==> src/sv/rlbp_pkg.sv <==
// ----------------------------------------------------------------------------
// rlbp_pkg
// shared types and constants of the run led blink pattern generator
// ----------------------------------------------------------------------------
package rlbp_pkg;

    localparam int CFG_W     = 16;
    localparam int CFG_IDX_W = 3;
    localparam int MODE_W    = 3;

    // register indexes
    localparam logic [CFG_IDX_W-1:0] CFG_SLOW_ON     = 3'd0;
    localparam logic [CFG_IDX_W-1:0] CFG_SLOW_PER    = 3'd1;
    localparam logic [CFG_IDX_W-1:0] CFG_SINGLE_ON   = 3'd2;
    localparam logic [CFG_IDX_W-1:0] CFG_SINGLE_PER  = 3'd3;
    localparam logic [CFG_IDX_W-1:0] CFG_FAST_ON     = 3'd4;
    localparam logic [CFG_IDX_W-1:0] CFG_FAST_PER    = 3'd5;

    // register reset values
    localparam logic [CFG_W-1:0] RST_SLOW_ON    = 16'd500;
    localparam logic [CFG_W-1:0] RST_SLOW_PER   = 16'd1000;
    localparam logic [CFG_W-1:0] RST_SINGLE_ON  = 16'd1;
    localparam logic [CFG_W-1:0] RST_SINGLE_PER = 16'd1000;
    localparam logic [CFG_W-1:0] RST_FAST_ON    = 16'd100;
    localparam logic [CFG_W-1:0] RST_FAST_PER   = 16'd200;

    // indicator modes
    localparam logic [MODE_W-1:0] MODE_OFF    = 3'd0;
    localparam logic [MODE_W-1:0] MODE_BLINK  = 3'd1;
    localparam logic [MODE_W-1:0] MODE_SINGLE = 3'd2;
    localparam logic [MODE_W-1:0] MODE_ON     = 3'd3;
    localparam logic [MODE_W-1:0] MODE_FLICK  = 3'd4;

    typedef struct packed {
        logic [CFG_W-1:0] slow_on_ticks;
        logic [CFG_W-1:0] slow_period;
        logic [CFG_W-1:0] single_on_ticks;
        logic [CFG_W-1:0] single_period;
        logic [CFG_W-1:0] fast_on_ticks;
        logic [CFG_W-1:0] fast_period;
    } cfg_t;

    // outcome of one counter step: lit, dark, or neither (restart, hold level)
    typedef struct packed {
        logic lit;
        logic dark;
    } step_t;

endpackage

==> src/sv/run_led_blink_pattern.sv <==
// ----------------------------------------------------------------------------
// run_led_blink_pattern
// run indicator led pattern generator, one level per millisecond tick
// ----------------------------------------------------------------------------
// Each request carries the indicator mode for one tick and yields one level.
// A tick is taken every clock cycle unless the output stalls; the request
// passes the input register, then the level register (also the output
// register), with the counter increment and compare in between. Threshold
// and period registers must be written only while no tick is in flight; the block does not enforce this.
module run_led_blink_pattern #(
    parameter int COUNT_WIDTH = 16
) (
    input  logic                           clk,
    input  logic                           rst_n,
    input  logic                           s_axis_tvalid,
    output logic                           s_axis_tready,
    input  logic [7:0]                     s_axis_tdata,   // [2:0] led_mode
    output logic                           m_axis_tvalid,
    input  logic                           m_axis_tready,
    output logic [7:0]                     m_axis_tdata,   // [0] led_lit
    input  logic                           cfg_wr_en,
    input  logic [rlbp_pkg::CFG_IDX_W-1:0] cfg_index,
    input  logic [rlbp_pkg::CFG_W-1:0]     cfg_data
);
    import rlbp_pkg::*;

    cfg_t              cfg;
    step_t             slow_step;
    step_t             single_step;
    step_t             fast_step;
    step_t             sel_step;

    logic              in_valid_reg;
    logic [MODE_W-1:0] mode_reg;
    logic              out_valid_reg;
    logic              lit_level_reg;
    logic              lit_level_next;
    logic              out_free;
    logic              advance;

    assign out_free      = !out_valid_reg || m_axis_tready;
    assign advance       = in_valid_reg && out_free;
    assign s_axis_tready = !in_valid_reg || out_free;

    rlbp_cfg_regs u_cfg (
        .clk       (clk),
        .rst_n     (rst_n),
        .cfg_wr_en (cfg_wr_en),
        .cfg_index (cfg_index),
        .cfg_data  (cfg_data),
        .cfg       (cfg)
    );

    rlbp_pattern_counter #(.COUNT_WIDTH(COUNT_WIDTH)) u_slow (
        .clk      (clk),
        .rst_n    (rst_n),
        .step_en  (advance && (mode_reg == MODE_BLINK)),
        .on_ticks (cfg.slow_on_ticks),
        .period   (cfg.slow_period),
        .step     (slow_step)
    );

    rlbp_pattern_counter #(.COUNT_WIDTH(COUNT_WIDTH)) u_single (
        .clk      (clk),
        .rst_n    (rst_n),
        .step_en  (advance && (mode_reg == MODE_SINGLE)),
        .on_ticks (cfg.single_on_ticks),
        .period   (cfg.single_period),
        .step     (single_step)
    );

    rlbp_pattern_counter #(.COUNT_WIDTH(COUNT_WIDTH)) u_fast (
        .clk      (clk),
        .rst_n    (rst_n),
        .step_en  (advance && (mode_reg == MODE_FLICK)),
        .on_ticks (cfg.fast_on_ticks),
        .period   (cfg.fast_period),
        .step     (fast_step)
    );

    always_comb
    begin
        sel_step       = '0;
        lit_level_next = lit_level_reg;
        unique case (mode_reg)
            MODE_OFF:    lit_level_next = 1'b0;
            MODE_ON:     lit_level_next = 1'b1;
            MODE_BLINK:  sel_step = slow_step;
            MODE_SINGLE: sel_step = single_step;
            MODE_FLICK:  sel_step = fast_step;
            default:     lit_level_next = lit_level_reg;
        endcase
        if (sel_step.lit)
        begin
            lit_level_next = 1'b1;
        end
        else if (sel_step.dark)
        begin
            lit_level_next = 1'b0;
        end
    end

    always_ff @(posedge clk or negedge rst_n)
    begin
        if (!rst_n)
        begin
            in_valid_reg  <= 1'b0;
            mode_reg      <= MODE_OFF;
            out_valid_reg <= 1'b0;
            lit_level_reg <= 1'b0;
        end
        else
        begin
            if (s_axis_tready)
            begin
                in_valid_reg <= s_axis_tvalid;
                if (s_axis_tvalid)
                begin
                    mode_reg <= s_axis_tdata[MODE_W-1:0];
                end
            end
            if (out_free)
            begin
                out_valid_reg <= in_valid_reg;
            end
            if (advance)
            begin
                lit_level_reg <= lit_level_next;
            end
        end
    end

    assign m_axis_tvalid = out_valid_reg;
    assign m_axis_tdata  = {7'd0, lit_level_reg};

endmodule

==> src/sv/rlbp_cfg_regs.sv <==
// ----------------------------------------------------------------------------
// rlbp_cfg_regs
// threshold and period registers, written through the plain write port
// ----------------------------------------------------------------------------
module rlbp_cfg_regs (
    input  logic                           clk,
    input  logic                           rst_n,
    input  logic                           cfg_wr_en,
    input  logic [rlbp_pkg::CFG_IDX_W-1:0] cfg_index,
    input  logic [rlbp_pkg::CFG_W-1:0]     cfg_data,
    output rlbp_pkg::cfg_t                 cfg
);
    import rlbp_pkg::*;

    cfg_t cfg_reg;
    cfg_t cfg_next;

    always_comb
    begin
        cfg_next = cfg_reg;
        if (cfg_wr_en)
        begin
            unique case (cfg_index)
                CFG_SLOW_ON:    cfg_next.slow_on_ticks   = cfg_data;
                CFG_SLOW_PER:   cfg_next.slow_period     = cfg_data;
                CFG_SINGLE_ON:  cfg_next.single_on_ticks = cfg_data;
                CFG_SINGLE_PER: cfg_next.single_period   = cfg_data;
                CFG_FAST_ON:    cfg_next.fast_on_ticks   = cfg_data;
                CFG_FAST_PER:   cfg_next.fast_period     = cfg_data;
                default:        cfg_next = cfg_reg;
            endcase
        end
    end

    always_ff @(posedge clk or negedge rst_n)
    begin
        if (!rst_n)
        begin
            cfg_reg.slow_on_ticks   <= RST_SLOW_ON;
            cfg_reg.slow_period     <= RST_SLOW_PER;
            cfg_reg.single_on_ticks <= RST_SINGLE_ON;
            cfg_reg.single_period   <= RST_SINGLE_PER;
            cfg_reg.fast_on_ticks   <= RST_FAST_ON;
            cfg_reg.fast_period     <= RST_FAST_PER;
        end
        else
        begin
            cfg_reg <= cfg_next;
        end
    end

    assign cfg = cfg_reg;

endmodule

==> src/sv/rlbp_pattern_counter.sv <==
// ----------------------------------------------------------------------------
// rlbp_pattern_counter
// one pattern counter: increments, compares against on threshold and period
// ----------------------------------------------------------------------------
module rlbp_pattern_counter #(
    parameter int COUNT_WIDTH = 16
) (
    input  logic                       clk,
    input  logic                       rst_n,
    input  logic                       step_en,
    input  logic [rlbp_pkg::CFG_W-1:0] on_ticks,
    input  logic [rlbp_pkg::CFG_W-1:0] period,
    output rlbp_pkg::step_t            step
);
    import rlbp_pkg::*;

    localparam int CMP_W = (COUNT_WIDTH > CFG_W) ? COUNT_WIDTH : CFG_W;

    logic [COUNT_WIDTH-1:0] cnt_reg;
    logic [COUNT_WIDTH-1:0] cnt_next;
    logic [COUNT_WIDTH-1:0] cnt_inc;
    logic [CMP_W-1:0]       cnt_cmp;

    always_comb
    begin
        cnt_inc   = cnt_reg + COUNT_WIDTH'(1);
        cnt_cmp   = CMP_W'(cnt_inc);
        step.lit  = (cnt_cmp <= CMP_W'(on_ticks));
        step.dark = !step.lit && (cnt_cmp < CMP_W'(period));
        cnt_next  = cnt_reg;
        if (step_en)
        begin
            cnt_next = (step.lit || step.dark) ? cnt_inc : '0;
        end
    end

    always_ff @(posedge clk or negedge rst_n)
    begin
        if (!rst_n)
        begin
            cnt_reg <= '0;
        end
        else
        begin
            cnt_reg <= cnt_next;
        end
    end

endmodule

==> config.mk <==
export PLATFORM = sky130hd
export DESIGN_NAME = run_led_blink_pattern
export DESIGN_NICKNAME = d
export VERILOG_FILES = /design/src/sv/rlbp_pkg.sv /design/src/sv/run_led_blink_pattern.sv /design/src/sv/rlbp_cfg_regs.sv /design/src/sv/rlbp_pattern_counter.sv
export SDC_FILE = /design/constraint.sdc
export NUM_CORES = 1
export LEC_CHECK = 0
export BUFFER_PORTS_ARGS = -buffer_cell sky130_fd_sc_hd__buf_2
export CAP_MARGIN = 5
export CORE_MARGIN = 3
export CORE_UTILIZATION = 55
export DETAILED_ROUTE_END_ITERATION = 10
export PLACE_DENSITY_LB_ADDON = 0.05
export REMOVE_ABC_BUFFERS = 1
export SETUP_SLACK_MARGIN = 0.05
export SLEW_MARGIN = 15
export SYNTH_ARGS = -nofsm -noshare
export SYNTH_HDL_FRONTEND = slang
export SYNTH_HIERARCHICAL = 1
export SYNTH_SLANG_ARGS = --single-unit
export TNS_END_PERCENT = 30
==> constraint.sdc <==
create_clock -name clk -period 2.85 [get_ports clk]
set_input_delay 0.57 -clock clk [delete_from_list [all_inputs] [get_ports clk]]
set_output_delay 0.57 -clock clk [all_outputs]
set_load 0.02 [all_outputs]
==> results.json <==
{
  "yosysWarningCount": 6,
  "drcViolationCount": 0,
  "ant_nets": 0,
  "finalHoldViolCount": 0,
  "relSlewSlack": 0.5330,
  "hpwl_um": 16660,
  "mostFrequentLayoutCells": "dfrtp_1, buf_4, mux2_2",
  "core_um2": 16760,
  "final_common_cell": "dfrtp_1",
  "netlist-cell-type-count": 62,
  "die_height_um": 137.4,
  "clock_tree.root_cell": "clkbuf_16",
  "netlist_area_um2": 9495,
  "leakage_nw": 5.577,
  "end_kind": "register",
  "period_share": 1.124,
  "critPathBufInv": 2,
  "skew_ns": 0.01242,
  "drtIter0Drc": 384,
  "numCtsBuffers": 17,
  "grt_pass1_vias": 7142,
  "yosysTopAreaCellShare": 0.3294,
  "cp_slowest_cell": "dfrtp_1",
  "status": "finished with violations",
  "cts_tree": "built",
  "p_sw_frac": 0.3197,
  "syn_inst": 886,
  "p_sw_mw": 2.353,
  "clk_pin_slew_ns": 0.06,
  "async_reset_ff_frac": 1.000,
  "routedWlPerCell_um": 18.48,
  "syn_area_per_cell_um2": 10.72,
  "largest_reg_flops": 96,
  "grt_overflow": 0,
  "start_util": 0.5666,
  "violations": "setup timing",
  "dieArea_um2": 18880,
  "fin_crit_ns": 3.202,
  "grtUsageTotal": 0.2530,
  "cts.sinks": 150,
  "synth_top_family_by_area": "adder cells",
  "setup_violations": 42,
  "antenna_found_initial": 0,
  "synth.top_cells.by_area": "dfrtp_1, ha_1, mux2_2, dfstp_2, inv_1",
  "ys.flop_type": "dfrtp_1",
  "ys_seq_elements": 150,
  "ios": 42,
  "port-buffer-count": 29,
  "muxShareOfSynthArea": 0.1245,
  "rsz0062_at_grt": "yes",
  "synth-edff-count": 0,
  "vias": 7103,
  "p_comb_frac": 0.331,
  "path_common_cell": "nand4_1",
  "maxCapViolations": 0,
  "final.setup.tns_ns": -6.274,
  "synth-compound-area-share": 0.1182,
  "final_layout_size_suffix_gt1_frac": 0.3946,
  "required_ns": 3.15,
  "worstHoldPathType": "primary input to asynchronous set/reset pin",
  "synth_xor_area_frac": 0.03874,
  "diodes": 0,
  "ir_worst_vdd_mv": 0.4530,
  "worst_pin_slew_ns": 0.6979,
  "wirelength_um": 23350,
  "powerDensity_nw_per_um2": 637.0,
  "cp-start-kind": "register",
  "h-tree-depth": 4,
  "drv_slew": 0,
  "clkPwrFrac": 0.288,
  "synth_simple_gate_area_share": 0.1232,
  "nFillCells": 1229,
  "fmax_ghz": 0.3123,
  "via_per_inst": 5.619,
  "worst_skew_pair.late_latency_ns": 0.43,
  "drtPass1Iterations": 5,
  "grt_max_degree": 67,
  "clockBufferDepth": 2,
  "critPathMaxStageDelay_ns": 0.36,
  "grt_pass1_wl_um": 36600,
  "rows": 47,
  "yosysTopAreaCell": "dfrtp_1",
  "worstPathCellList": "nand4_1 -> nor2_2 -> buf_6 -> nand4_1 -> xnor2_2 -> ha_1 -> nand4_1 -> nor4_4 -> a21boi_2 -> o31a_2 -> inv_2 -> nor2_2 -> nand2b_1 -> a22oi_1 -> a221o_1",
  "power.total_mw": 7.359,
  "fp.dieW_um": 137.4,
  "yosysSeqAreaShare": 0.3986,
  "finalNetCount": 1159,
  "worst_slack_ns": -0.3520,
  "power_frac_seq": 0.381,
  "area_growth_pct": 21.66,
  "crit_family": "simple AND/OR/NAND/NOR gates",
  "worstPathArrival_ns": 3.50,
  "cp_max_fo": 3,
  "gp_congestion": 0.8803,
  "critPathKind": "register to register",
  "p_int_mw": 5.006,
  "synth-adder-area-share": 0.1265,
  "holdBufCountCts": 0
}
==> cell families after synthesis <==
family          Yosys count
compound gates          143
buf+inv                 137
fa+ha+maj                96
other cells               1
xor+xnor                 42
simple gates            212
mux                     105
flops                   150
==> what timing repair did <==
action                     in CTS  in global routing
buffers inserted                9                  7
cloned                          1                  2
resized for setup              34                 37
pin swaps                      43                 39
setup endpoints to repair      49                 49
==> cells in the mapped netlist (4+ instances only) <==
cell type,number
o2bb2ai_1,24
clkbuf_1,9
buf_4,10
nor2b_1,6
o2bb2ai_2,6
buf_2,7
xnor2_1,30
dfstp_2,25
o21ai_0,15
nand4_1,15
a22oi_1,4
and4_1,9
buf_6,7
xor2_1,12
o21a_1,9
nor2_1,28
and3_1,6
inv_1,100
a21oi_1,36
a21o_1,12
nand3b_1,5
mux2_2,104
and2_1,7
ha_1,96
nand3_1,27
nand2_1,80
nand2b_1,7
dfrtp_1,125
==> final timing paths <==
check                             startpoint  slack, ns                end  cells past startpoint
max reg2reg                u_slow/cnt_reg[3]      -0.35      lit_level_reg                     15
min                                    rst_n       0.15  u_fast/cnt_reg[9]                      1
max in group asynchronous              rst_n       1.93      u_cfg/cfg[71]                      2
min reg2reg                     u_cfg/cfg[1]       0.50       u_cfg/cfg[1]                      1
max                        u_slow/cnt_reg[3]      -0.35      lit_level_reg                     15
min in group clk               s_axis_tvalid       0.37       in_valid_reg                      2
==> power by group through the flow <==
stage / registers, mW / logic [mW] / clock network, mW
finish: 2.80 / 2.44 / 2.12
global route: 2.86 / 2.70 / 2.24
CTS: 2.80 / 2.37 / 2.15
detailed placement: 2.83 / 2.30 / 0
global placement: 2.81 / 2.17 / 0
floorplan: 2.79 / 1.51 / 0
==> worst reg2reg max path, delay by kind of cell (launching register included) <==
family          cells  cell delay [ns]
xor+xnor            1             0.19
simple gates        7             1.26
flops               1             0.36
compound gates      4             0.78
fa+ha+maj           1             0.30
buf+inv             2             0.19
==> stage by stage <==
step,cells,hold slack (ns),util,worst slack (ns),cell area [um^2]
detailed placement,1214,0.4944,0.6270,-0.3389,10510
global route,1264,0.1986,0.6893,-0.5520,11550
CTS,1256,0.1708,0.6742,-0.2372,11300
floorplan,855,0.2744,-,-1.047,9230
finish,1264,0.1531,0.6893,-0.3520,11550
global placement,1214,0.4884,0.6270,-0.2665,10510
==> metal layers <==
metal	up-vias	wire length [um]	track usage
met5	-	0	0
met4	0	356	0.07650
met3	21	943	0.04054
met2	154	11430	0.4208
met1	3526	10630	0.3411
li1	3402	-	-
==> layout make-up <==
| class | count | area (um^2) | share of cell area |
|---|---|---|---|
| multi-input combinational | 608 | 5441 | 0.4710 |
| sequential | 150 | 3785 | 0.3276 |
| timing repair buffer | 154 | 1129 | 0.09769 |
| clock buffer | 24 | 471.7 | 0.04083 |
| inverter | 100 | 375.4 | 0.03249 |
| tap | 220 | 275.3 | 0.02383 |
| clock inverter | 8 | 75.07 | 0.006498 |
(Power assumes the default switching activity.)
